===== config.mk =====
export PLATFORM = sky130hd
export DESIGN_NAME = sequence_jitter_buffer
export DESIGN_NICKNAME = d
export VERILOG_FILES = /design/src/hdl/sjb_pkg.sv /design/src/hdl/sequence_jitter_buffer.sv /design/src/hdl/sjb_store.sv /design/src/hdl/sjb_window.sv /design/src/hdl/sjb_ctrl.sv
export SDC_FILE = /design/constraint.sdc
export NUM_CORES = 2
export LEC_CHECK = 0
export BUFFER_PORTS_ARGS = -buffer_cell sky130_fd_sc_hd__buf_2
export CAP_MARGIN = 20
export CORE_MARGIN = 1
export CORE_UTILIZATION = 64
export CTS_BUF_LIST = sky130_fd_sc_hd__clkbuf_8
export CTS_CLUSTER_DIAMETER = 60
export DETAILED_ROUTE_END_ITERATION = 10
export PLACE_DENSITY = 0.81
export REMOVE_ABC_BUFFERS = 1
export SLEW_MARGIN = 0
export SYNTH_ARGS = -nofsm -noshare
export SYNTH_HDL_FRONTEND = slang
export SYNTH_HIERARCHICAL = 1
export SYNTH_SLANG_ARGS = --single-unit
export TNS_END_PERCENT = 1

===== constraint.sdc =====
create_clock -name clock -period 8.4 [get_ports clock]
set_input_delay 1.68 -clock clock [delete_from_list [all_inputs] [get_ports clock]]
set_output_delay 1.68 -clock clock [all_outputs]
set_load 0.05 [all_outputs]

===== src/hdl/sjb_pkg.sv =====
// ----------------------------------------------------------------------------
// Sequence jitter buffer package
// Shared widths, request and status codes, and the flag bundle.
// ----------------------------------------------------------------------------
package sjb_pkg;

   localparam int SEQ_W        = 16;
   localparam int THR_W        = 6;
   localparam int STATUS_W     = 3;
   localparam int DEF_DEPTH    = 32;
   localparam int DEF_DATA_W   = 32;

   localparam logic REQ_PUSH = 1'b0;
   localparam logic REQ_POP  = 1'b1;

   typedef enum logic [STATUS_W-1:0] {
      PUSH_OK    = 3'd0,
      PUSH_LATE  = 3'd1,
      PUSH_EARLY = 3'd2,
      PUSH_DUP   = 3'd3,
      PUSH_NONE  = 3'd4
   } push_status_type;

   typedef struct packed {
      logic front_valid;
      logic empty;
   } flags_type;

endpackage


===== src/hdl/sequence_jitter_buffer.sv =====
// ----------------------------------------------------------------------------
// Sequence jitter buffer
// A request beat passes through the input register, then one execute step
// that updates state and loads the response.
// Throughput: one beat per cycle unless rsp_ready stalls it, set by the single-step valid bit update.
// Reset clears valid bits, base, front, count, threshold and stage valids.
// ----------------------------------------------------------------------------
module sequence_jitter_buffer #(
   parameter int DEPTH      = sjb_pkg::DEF_DEPTH,
   parameter int DATA_WIDTH = sjb_pkg::DEF_DATA_W
) (
   input  logic                             clock,
   input  logic                             reset,
   input  logic                             req_valid,
   output logic                             req_ready,
   input  logic                             req_type,
   input  logic [sjb_pkg::SEQ_W-1:0]        req_seq_number,
   input  logic [DATA_WIDTH-1:0]            req_payload,
   output logic                             rsp_valid,
   input  logic                             rsp_ready,
   output logic [sjb_pkg::STATUS_W-1:0]     rsp_push_status,
   output logic                             rsp_front_valid,
   output logic [DATA_WIDTH-1:0]            rsp_front_data,
   output logic                             rsp_ready_flag,
   output logic                             rsp_empty_flag,
   input  logic                             csr_wr_en,
   input  logic [sjb_pkg::THR_W-1:0]        csr_wr_data
);
   import sjb_pkg::*;

   localparam int IW = (DEPTH > 1) ? $clog2(DEPTH) : 1;

   logic                  req_valid_ff;
   logic                  req_type_ff;
   logic [SEQ_W-1:0]      req_seq_ff;
   logic [DATA_WIDTH-1:0] req_payload_ff;
   logic                  rsp_valid_ff;
   push_status_type       status_ff;
   push_status_type       status_in;
   logic [THR_W-1:0]      threshold_ff;

   logic                  exec;
   logic                  wr_en;
   logic [IW-1:0]         wr_addr;
   logic [IW-1:0]         rd_addr;
   logic [DEPTH-1:0]      slot_valid;
   logic [IW-1:0]         front;
   flags_type             flags;
   logic [DATA_WIDTH-1:0] rd_data;
   logic                  ready_flag;

   assign exec      = req_valid_ff && (!rsp_valid_ff || rsp_ready);
   assign req_ready = !req_valid_ff || exec;

   always_ff @(posedge clock) begin
      if (reset) begin
         req_valid_ff <= 1'b0;
         rsp_valid_ff <= 1'b0;
         threshold_ff <= '0;
      end else begin
         if (req_ready) begin
            req_valid_ff <= req_valid;
         end
         if (exec) begin
            rsp_valid_ff <= 1'b1;
         end else if (rsp_ready) begin
            rsp_valid_ff <= 1'b0;
         end
         if (csr_wr_en) begin
            threshold_ff <= csr_wr_data;
         end
      end
   end

   always_ff @(posedge clock) begin
      if (req_valid && req_ready) begin
         req_type_ff    <= req_type;
         req_seq_ff     <= req_seq_number;
         req_payload_ff <= req_payload;
      end
      if (exec) begin
         status_ff <= status_in;
      end
   end

   sjb_ctrl #(
      .DEPTH (DEPTH),
      .IW    (IW)
   ) u_ctrl (
      .clock      (clock),
      .reset      (reset),
      .exec       (exec),
      .op         (req_type_ff),
      .seq        (req_seq_ff),
      .status     (status_in),
      .wr_en      (wr_en),
      .wr_addr    (wr_addr),
      .rd_addr    (rd_addr),
      .slot_valid (slot_valid),
      .front      (front),
      .flags      (flags)
   );

   sjb_store #(
      .DEPTH      (DEPTH),
      .DATA_WIDTH (DATA_WIDTH),
      .IW         (IW)
   ) u_store (
      .clock   (clock),
      .wr_en   (wr_en),
      .wr_addr (wr_addr),
      .wr_data (req_payload_ff),
      .rd_en   (exec),
      .rd_addr (rd_addr),
      .rd_data (rd_data)
   );

   sjb_window #(
      .DEPTH (DEPTH),
      .IW    (IW)
   ) u_window (
      .slot_valid (slot_valid),
      .front      (front),
      .threshold  (threshold_ff),
      .ready_flag (ready_flag)
   );

   assign rsp_valid       = rsp_valid_ff;
   assign rsp_push_status = status_ff;
   assign rsp_front_valid = flags.front_valid;
   assign rsp_front_data  = flags.front_valid ? rd_data : '0;
   assign rsp_ready_flag  = ready_flag;
   assign rsp_empty_flag  = flags.empty;

   a_exec_gives_rsp: assert property (@(posedge clock) disable iff (reset)
      exec |=> rsp_valid_ff)
      else $error("executed beat produced no response");

   a_idle_takes_req: assert property (@(posedge clock) disable iff (reset)
      !req_valid_ff |-> req_ready)
      else $error("empty input register refused a beat");

   a_stall_holds_req: assert property (@(posedge clock) disable iff (reset)
      req_valid_ff && !exec |=> req_valid_ff && $stable(req_seq_ff))
      else $error("stalled request lost");

endmodule


===== src/hdl/sjb_store.sv =====
// ----------------------------------------------------------------------------
// Sequence jitter buffer entry store
// Slot data memory with a registered read of the front slot and a bypass
// of a write to the same slot in the same cycle.
// ----------------------------------------------------------------------------
module sjb_store #(
   parameter int DEPTH      = 32,
   parameter int DATA_WIDTH = 32,
   parameter int IW         = $clog2(DEPTH)
) (
   input  logic                  clock,
   input  logic                  wr_en,
   input  logic [IW-1:0]         wr_addr,
   input  logic [DATA_WIDTH-1:0] wr_data,
   input  logic                  rd_en,
   input  logic [IW-1:0]         rd_addr,
   output logic [DATA_WIDTH-1:0] rd_data
);
   import sjb_pkg::*;

   logic [DATA_WIDTH-1:0] mem [DEPTH];
   logic [DATA_WIDTH-1:0] rd_ff;
   logic [DATA_WIDTH-1:0] byp_data_ff;
   logic                  byp_ff;

   always_ff @(posedge clock) begin
      if (wr_en) begin
         mem[wr_addr] <= wr_data;
      end
      if (rd_en) begin
         rd_ff       <= mem[rd_addr];
         byp_ff      <= wr_en && (wr_addr == rd_addr);
         byp_data_ff <= wr_data;
      end
   end

   assign rd_data = byp_ff ? byp_data_ff : rd_ff;

endmodule


===== src/hdl/sjb_window.sv =====
// ----------------------------------------------------------------------------
// Sequence jitter buffer ready window
// Checks that the threshold-long run of slots starting at the front is full.
// ----------------------------------------------------------------------------
module sjb_window #(
   parameter int DEPTH = 32,
   parameter int IW    = $clog2(DEPTH)
) (
   input  logic [DEPTH-1:0]         slot_valid,
   input  logic [IW-1:0]            front,
   input  logic [sjb_pkg::THR_W-1:0] threshold,
   output logic                     ready_flag
);
   import sjb_pkg::*;

   localparam int CW = (IW + 1 > THR_W) ? IW + 1 : THR_W;

   logic [CW-1:0]    need;
   logic [DEPTH-1:0] in_window;

   always_comb begin
      logic [CW-1:0] pos;
      logic [CW-1:0] frt;
      logic [CW-1:0] span;
      frt = CW'(front);
      if (CW'(threshold) > CW'(DEPTH)) begin
         need = CW'(DEPTH);
      end else begin
         need = CW'(threshold);
      end
      for (int j = 0; j < DEPTH; j++) begin
         pos = CW'(j);
         if (pos >= frt) begin
            span = pos - frt;
         end else begin
            span = pos + CW'(DEPTH) - frt;
         end
         in_window[j] = (span < need);
      end
   end

   assign ready_flag = &(slot_valid | ~in_window);

endmodule


===== src/hdl/sjb_ctrl.sv =====
// ----------------------------------------------------------------------------
// Sequence jitter buffer control
// Base sequence, front pointer, slot valid bits and entry count; decides
// push status and drives the store write and front read.
// ----------------------------------------------------------------------------
module sjb_ctrl #(
   parameter int DEPTH = 32,
   parameter int IW    = $clog2(DEPTH)
) (
   input  logic                          clock,
   input  logic                          reset,
   input  logic                          exec,
   input  logic                          op,
   input  logic [sjb_pkg::SEQ_W-1:0]     seq,
   output sjb_pkg::push_status_type      status,
   output logic                          wr_en,
   output logic [IW-1:0]                 wr_addr,
   output logic [IW-1:0]                 rd_addr,
   output logic [DEPTH-1:0]              slot_valid,
   output logic [IW-1:0]                 front,
   output sjb_pkg::flags_type            flags
);
   import sjb_pkg::*;

   localparam int CNT_W = $clog2(DEPTH + 1);

   logic [DEPTH-1:0] valid_ff, valid_in;
   logic [SEQ_W-1:0] base_ff, base_in;
   logic [IW-1:0]    front_ff, front_in;
   logic [CNT_W-1:0] count_ff, count_in;

   logic             restart;
   logic             late;
   logic             early;
   logic [SEQ_W-1:0] base_eff;
   logic [SEQ_W-1:0] offset;
   logic [IW:0]      sum;
   logic [IW-1:0]    pos;

   always_comb begin
      restart  = (count_ff == '0) && (seq != base_ff);
      base_eff = restart ? seq : base_ff;
      late     = seq < base_ff;
      early    = {1'b0, seq} >= ({1'b0, base_ff} + (SEQ_W+1)'(DEPTH));
      offset   = seq - base_eff;
      sum      = {1'b0, offset[IW-1:0]} + {1'b0, front_ff};
      if (sum >= (IW+1)'(DEPTH)) begin
         pos = IW'(sum - (IW+1)'(DEPTH));
      end else begin
         pos = sum[IW-1:0];
      end
   end

   always_comb begin
      valid_in = valid_ff;
      base_in  = base_ff;
      front_in = front_ff;
      count_in = count_ff;
      status   = PUSH_NONE;
      wr_en    = 1'b0;
      if (exec) begin
         if (op == REQ_PUSH) begin
            base_in = base_eff;
            priority if (!restart && late) begin
               status = PUSH_LATE;
            end else if (!restart && early) begin
               status = PUSH_EARLY;
            end else if (valid_ff[pos]) begin
               status = PUSH_DUP;
            end else begin
               status        = PUSH_OK;
               valid_in[pos] = 1'b1;
               count_in      = count_ff + CNT_W'(1);
               wr_en         = 1'b1;
            end
         end else begin
            if (valid_ff[front_ff]) begin
               valid_in[front_ff] = 1'b0;
               count_in           = count_ff - CNT_W'(1);
            end
            base_in = base_ff + SEQ_W'(1);
            if (front_ff == IW'(DEPTH - 1)) begin
               front_in = '0;
            end else begin
               front_in = front_ff + IW'(1);
            end
         end
      end
   end

   always_ff @(posedge clock) begin
      if (reset) begin
         valid_ff <= '0;
         base_ff  <= '0;
         front_ff <= '0;
         count_ff <= '0;
      end else begin
         valid_ff <= valid_in;
         base_ff  <= base_in;
         front_ff <= front_in;
         count_ff <= count_in;
      end
   end

   assign wr_addr           = pos;
   assign rd_addr           = front_in;
   assign slot_valid        = valid_ff;
   assign front             = front_ff;
   assign flags.front_valid = valid_ff[front_ff];
   assign flags.empty       = (count_ff == '0);

   a_count_matches_valid: assert property (@(posedge clock) disable iff (reset)
      count_ff == CNT_W'($countones(valid_ff)))
      else $error("entry count out of step with slot valid bits");

   a_count_bound: assert property (@(posedge clock) disable iff (reset)
      count_ff <= CNT_W'(DEPTH))
      else $error("entry count above depth");

   a_pop_advances: assert property (@(posedge clock) disable iff (reset)
      exec && (op == REQ_POP) |=> base_ff == $past(base_ff) + SEQ_W'(1))
      else $error("pop did not advance base sequence");

endmodule


# After elaboration in Yosys (flattened, before gate mapping)
# Memories as Yosys holds them, arrays and structs flattened. A register that Yosys moved wholly into a read port is not among the register bits.
# Cells that the tools add are included.
[totals]
mem_bits_rw = 1024
reg_bits = 152
out_inout_bits = 40
word_cells = 257
inputBits = 60
mem_count = 1
[memory_table]
columns = ["memory", "depth", "width", "rd", "rd_ports_with_merged_regs", "wr", "line_no", "text"]
rows = [
  ["u_store.mem", 32, 32, 1, 1, 1, "sjb_store.sv:21", "logic [DATA_WIDTH-1:0] mem [DEPTH];"],
]
[classes]
n_eq_ne = 7
n_bitwise = 5
magnitude_cmp = 71
n_mux = 70
add_sub_neg = 71
reduce_logical = 18
[op_table]
columns = ["op", "n"]
rows = [
  ["$mux W32", 7],
  ["$mux W6", 37],
  ["$lt A6 B6 Y1", 32],
  ["$sub A6 B5 Y6 const A", 31],
  ["$sub A5 B5 Y6 const A", 16],
  ["$ge A5 B5 Y1 const A", 15],
  ["$not A32 Y32", 2],
  ["$or A32 B32 Y32", 2],
  ["$sub A4 B5 Y6 const A", 8],
  ["$ge A4 B5 Y1 const A", 8],
  ["$and A32 B32 Y32", 1],
  ["$mux W16", 2],
  ["$reduce_and A32 Y1", 1],
  ["$sub A3 B5 Y6 const A", 4],
  ["$ge A3 B5 Y1 const A", 4],
  ["$mux W5", 4],
  ["$add A16 B6 Y17 const B", 1],
  ["$ge A16 B17 Y1", 1],
  ["$add A16 B1 Y16 const B", 1],
  ["$lt A16 B16 Y1", 1],
  ["$ne A16 B16 Y1", 1],
  ["$mux W1", 13],
  ["$lt A5 B6 Y1 const B", 2],
  ["$sub A1 B5 Y6 const A", 2],
  ["other kinds (26)", 46],
]

# Longest topological paths before layout
[logic_depth]
depth_word = 16
ltp_mapped = 24
mapped_depth_nobuf = 21

# By module
# The synthesis kept the hierarchy.
[by_module_without_submodules]
columns = ["mod", "instances", "cells_each", "area_each_um2", "seq_area_each_um2"]
rows = [
  ["sjb_store", 1, 2339, 42274.3, 32701.4],
  ["sjb_ctrl", 1, 590, 4912.2, 1181.1],
  ["sjb_window", 1, 526, 3906.2, 0.0],
  ["sequence_jitter_buffer", 1, 117, 2127.0, 1721.7],
]

# Least setup slack after synthesis
# OpenSTA, ideal clock, no wires.
[synth_path]
path_kind = "register -> register"
start = "register u_ctrl.base_ff[2]"
end = "memory u_store.mem[28][0] (enable)"
path_stages_with_launch = 24
t_required_ns = 7.979
slack_ns = 1.256
period_less_slack_ns = 7.144
setup_time_ns = 0.421
arrival_time_ns = 6.723
path_buffers = 4
path_cell_list = "dfxtp_1 > buf_2 > inv_1 > ha_1 > nand4_1 > or4_4 > nand2_2 > nand2_1 > o21ai_0 > ha_1 > inv_1 > fa_1 > inv_1 > fa_1 > buf_2 > mux4_2 > and2_1 > a211oi_1 > a2111oi_2 > nor4b_4 > buf_4 > or3b_2 > clkbuf_1 > nor2_1"
[synth_via]
elab_chain_cells = 16
[synth_lines]
columns = ["item", "line_no", "text"]
rows = [
  ["start, declared", "sjb_ctrl.sv:28", "logic [SEQ_W-1:0] base_ff, base_in;"],
  ["start signal, assigned", "sjb_ctrl.sv:99", "base_ff <= base_in;"],
  ["$ne A16 B16 Y1", "sjb_ctrl.sv:41", "restart = (count_ff == '0) && (seq != base_ff);"],
  ["$logic_and A1 B1 Y1", "sjb_ctrl.sv:41", ""],
  ["$mux W16", "sjb_ctrl.sv:42", "base_eff = restart ? seq : base_ff;"],
  ["$sub A5 B5 Y5", "sjb_ctrl.sv:45", "offset = seq - base_eff;"],
  ["$add A5 B5 Y6", "sjb_ctrl.sv:46", "sum = {1'b0, offset[IW-1:0]} + {1'b0, front_ff};"],
  ["$sub A5 B1 Y5 or $ge A6 B6 Y1 (tied branches)", "sjb_ctrl.sv:48, sjb_ctrl.sv:47", ""],
  ["$mux W5", "sjb_ctrl.sv:47", "if (sum >= (IW+1)'(DEPTH)) begin"],
  ["$bmux W1 S5", "sjb_ctrl.sv:68", "end else if (valid_ff[pos]) begin"],
  ["$mux W1 (not written as such)", "sjb_ctrl.sv:68", ""],
  ["$mux W1", "sjb_ctrl.sv:68", ""],
  ["$mux W1", "sjb_ctrl.sv:66", "end else if (!restart && early) begin"],
  ["$mux W1 (*)", "sjb_ctrl.sv:64", "priority if (!restart && late) begin"],
  ["$mux W1 (*)", "sjb_ctrl.sv:62", "if (op == REQ_PUSH) begin"],
  ["$mux W1 (*)", "sjb_ctrl.sv:61", "if (exec) begin"],
  ["named net wr_en", "sequence_jitter_buffer.sv:43", "logic wr_en;"],
  ["$mux W1 (*)", "sjb_store.sv:27", "if (wr_en) begin"],
  ["$mux W1 (not written as such) (*)", "sjb_store.sv:28", "mem[wr_addr] <= wr_data;"],
  ["end, declared", "sjb_store.sv:21", ""],
]
# The timed path passes the listed nets; every way through them passes the cells marked *. The select of a mux whose other input is x is not followed.

# Final worst setup path
[layout_path]
start = "register u_ctrl.base_ff[2]"
end = "memory u_store.mem[24][16] (enable)"
[layout_via]
elab_chain_cells = 16
[layout_lines]
columns = ["item", "line_no", "text"]
rows = [
  ["$ne A16 B16 Y1", "sjb_ctrl.sv:41", ""],
  ["$logic_and A1 B1 Y1", "sjb_ctrl.sv:41", ""],
  ["$mux W16 (*)", "sjb_ctrl.sv:42", ""],
  ["$sub A5 B5 Y5 (*)", "sjb_ctrl.sv:45", ""],
  ["$add A5 B5 Y6 (*)", "sjb_ctrl.sv:46", ""],
  ["$sub A5 B1 Y5 or $ge A6 B6 Y1 (tied branches)", "sjb_ctrl.sv:48, sjb_ctrl.sv:47", ""],
  ["$mux W5 (*)", "sjb_ctrl.sv:47", ""],
  ["named net wr_addr[2]", "sequence_jitter_buffer.sv:44", "logic [IW-1:0] wr_addr;"],
  ["[... 2 more ...]", "-", ""],
  ["$mux W1 (*)", "sjb_ctrl.sv:68", ""],
  ["$mux W1 (*)", "sjb_ctrl.sv:66", ""],
  ["$mux W1 (*)", "sjb_ctrl.sv:64", ""],
  ["$mux W1 (*)", "sjb_ctrl.sv:62", ""],
  ["$mux W1 (*)", "sjb_ctrl.sv:61", ""],
  ["named net wr_en", "sequence_jitter_buffer.sv:43", ""],
  ["$mux W1 (*)", "sjb_store.sv:27", ""],
  ["$mux W1 (not written as such) (*)", "sjb_store.sv:28", ""],
]
# Marks and branches as above.

==> run summary <==
Number of synthesized flops with an enable pin: 1141
Io pins: 100
First-pass GRT wire length: 194.2 mm
Syn Inst Count: 3572
Crit path capture: u_store/mem[24][16]
Max-slew headroom: 0.2651
Uppermost routed layer: met5
Initial DRT Pass Iterations: 6
Port bufs: 99
Critical path required time: 8910 ps
GP Congestion: 0.9036
HPWL Detailed: 79.64 mm
Critical path endpoint category: register
Die Ht: 290.4 um
Final Hold Fails: 0
Core area: 0.08224 sq mm
H-tree level count: 4
Root Driver: clkbuf_8
Final count of negative-setup-slack endpoints: 0
Max Slew Vio Count: 0
Worst Tran Pin Value: 1100 ps
Mean Syn Cell Area: 14.90 sq um
Met2 wire length: 61.87 mm
Core Rows: 105
Remaining antenna violation count: 0
Setup ws final: 857.1 ps
Worst Hold Class: reg -> reg
LEAKAGE: 20.47 nW
Sequential area share after synthesis: 0.6690
DR WL met3: 13.56 mm
Clk slew on worst S/H paths: 60 ps
Most common cell after layout, fill and taps aside: edfxtp_1
Register bit total from synthesis: 1208
Worst setup path start: u_ctrl/base_ff[2]
PwrDens: 219.4 mW/mm^2
Max_cap viols: 0
Layout cells sized above 1: 0.1434
Clk buf depth: 3
Crit path launch type: register
Nets@finish: 4021
Post-route core utilization: 0.7215
Maximum vdd drop: 150.8 uV
Setup repair bufs after CTS: 0
WP data arrival: 8050 ps
Async S/R FF share, synth: 0
Area grow syn2layout: 11.49%
Ys flop type: edfxtp_1
Vias in the first global route: 31460
CP Max Fanout: 22
Vias per cell: 6.481
Placed Area: 0.05540 sq mm
RR Startpoint: u_ctrl/base_ff[2]
Overflow after GRT: 0
Die area: 0.08431 sq mm
Post_cts resized: 0
GRT Total Usage: 0.3101
DRC violation total after the first TritonRoute iteration: 4053
Synth warn: 6
CTS tree: yes
Met1 Wirelength: 51.63 mm
Later-pin clock latency in the skew report: 870 ps
Crit share post-route: 0.8980
Fmax achieved: 132.6 MHz
Worst R2R Path Depth: 21
Clock sinks: 1208
Netlist cell types: 95
CTS Buf Count: 183
Die width: 290.4 um
Setup TNS Final: 0 ps
R2r endpoint: u_store/mem[24][16]
Largest net degree at the start of global routing: 80
Vias: 32440
R2R Setup Slk: 860 ps
Kind of critical path: reg -> reg
Post-CTS Hold Fix Bufs: 0
Most frequent cells in the layout: edfxtp_1 (1141), mux2i_1 (523), nand2_1 (197), clkbuf_8 (191), ha_1 (177)
Post-route cell area: 0.05934 sq mm
Cell Area, Synth: 0.05322 sq mm
Starting Density: 0.6471
Status: finished, final reports clean
Drt drc: 0
Min cycle time layout: 7543 ps
Antenna violations before repair: 4
RSZ-0062 raised after global routing: no
DP Worst Slack: 1007 ps
Final wirelength: 131.8 mm
Final Skew: 62.37 ps
Drt wl/cell: 26.33 um
logic make-up (layout without fill, tap and decap cells):
kind of cell             Yosys count  after routing  synth area share
AND/OR/NAND/NOR                  660            660           0.06146
flip-flops                      1208           1208            0.6690
adder cells (fa/ha/maj)          180            180           0.04274
AO/OA/AOI/OAI                    603            603           0.07709
buffers and inverters            278            640           0.02600
multiplexers                     572            572            0.1121
other                              1              2        0.00007046
XOR/XNOR                          70             70           0.01152
critical path, cell delays in order (launching register included):
cell	delay, ps
dfxtp_1	550
inv_1	90
ha_1	300
nand4_1	170
or4_4	600
nand2_2	210
nand2_1	70
o21ai_0	110
ha_1	190
inv_1	60
fa_1	510
inv_1	60
fa_1	430
xor2_1	700
inv_1	410
a211oi_1	360
a2111oi_2	130
nor4b_4	260
buf_4	270
or3b_2	720
nor2_4	560
buf_4	410
registers in the layout, indices dropped and copies added, names as in the netlist:
signal and flops:
rsp_valid 1, u_ctrl/count_ff 6, u_ctrl/base_ff 16, req_seq_ff 16, rsp_push_status 3, u_store/byp_data_ff 32, req_payload_ff 32, u_store/byp_ff 1
u_ctrl/slot_valid 32, threshold_ff 6, u_ctrl/front 5, u_store/mem 1024, u_store/rd_ff 32, req_valid_ff 1, req_type_ff 1
where the power goes:
| part | total [W] | leakage, nW | switching (W) | internal, W |
|---|---|---|---|---|
| registers | 0.00683 | 10.9 | 0.0000761 | 0.00676 |
| clock network | 0.00454 | 2.01 | 0.00232 | 0.00221 |
| logic | 0.00165 | 7.60 | 0.00110 | 0.000550 |
| total | 0.0130 | 20.5 | 0.00350 | 0.00952 |
metal layers:
layer / vias up / global-route usage
met4: 6 / 0.1187
met5: - / 0
met1: 15970 / 0.4286
met3: 317 / 0.06952
li1: 14310 / -
met2: 1828 / 0.4845
final cells by class:
type / count / area, sq um
Fill cell: 5022 / 22910
Timing Repair Buffer: 211 / 2069
Multi-Input combinational cell: 2086 / 16530
Antenna cell: 1 / 2.502
Clock inverter: 147 / 817.0
Inverter: 91 / 341.6
Clock buffer: 191 / 2629
Sequential cell: 1208 / 35600
Tap cell: 1070 / 1339
synthesized netlist by cell type, types with 63 or more instances:
library cell / count / area, sq um
inv_1: 87 / 326.6
nand2_1: 199 / 747.0
a21oi_1: 176 / 880.8
dfxtp_1: 67 / 1341
mux2i_1: 523 / 5235
o21ai_0: 66 / 330.3
a22oi_1: 99 / 743.2
clkbuf_1: 63 / 236.5
nor2_1: 116 / 435.4
nand3_1: 132 / 660.6
ha_1: 177 / 2215
edfxtp_1: 1141 / 34260
a22o_1: 64 / 560.5
worst min-delay path by stage:
| stage | slack (ps) | to | from | depth (start not counted) |
|---|---|---|---|---|
| final | 500 | threshold_ff[3] | threshold_ff[3] | 2 |
| after floorplan | 450 | u_ctrl/slot_valid[6] | u_ctrl/slot_valid[6] | 2 |
| after detailed placement | 490 | threshold_ff[3] | threshold_ff[3] | 2 |
| after global placement | 480 | rsp_valid | req_valid_ff | 2 |
| after global routing | 550 | threshold_ff[3] | threshold_ff[3] | 2 |
| after CTS | 510 | threshold_ff[3] | threshold_ff[3] | 2 |
stage by stage:
| step | power, W | cells | hold slack [ps] |
|---|---|---|---|
| after floorplan | 0.008178 | 3385 | 449.2 |
| final | 0.01302 | 5005 | 500.1 |
| after CTS | 0.01301 | 4985 | 506.8 |
| after detailed placement | 0.008539 | 4647 | 491.4 |
| after global placement | 0.008494 | 4640 | 477.6 |
| after global routing | 0.01342 | 5005 | 545.6 |
Note: power is estimated with default switching activity, not from simulation.
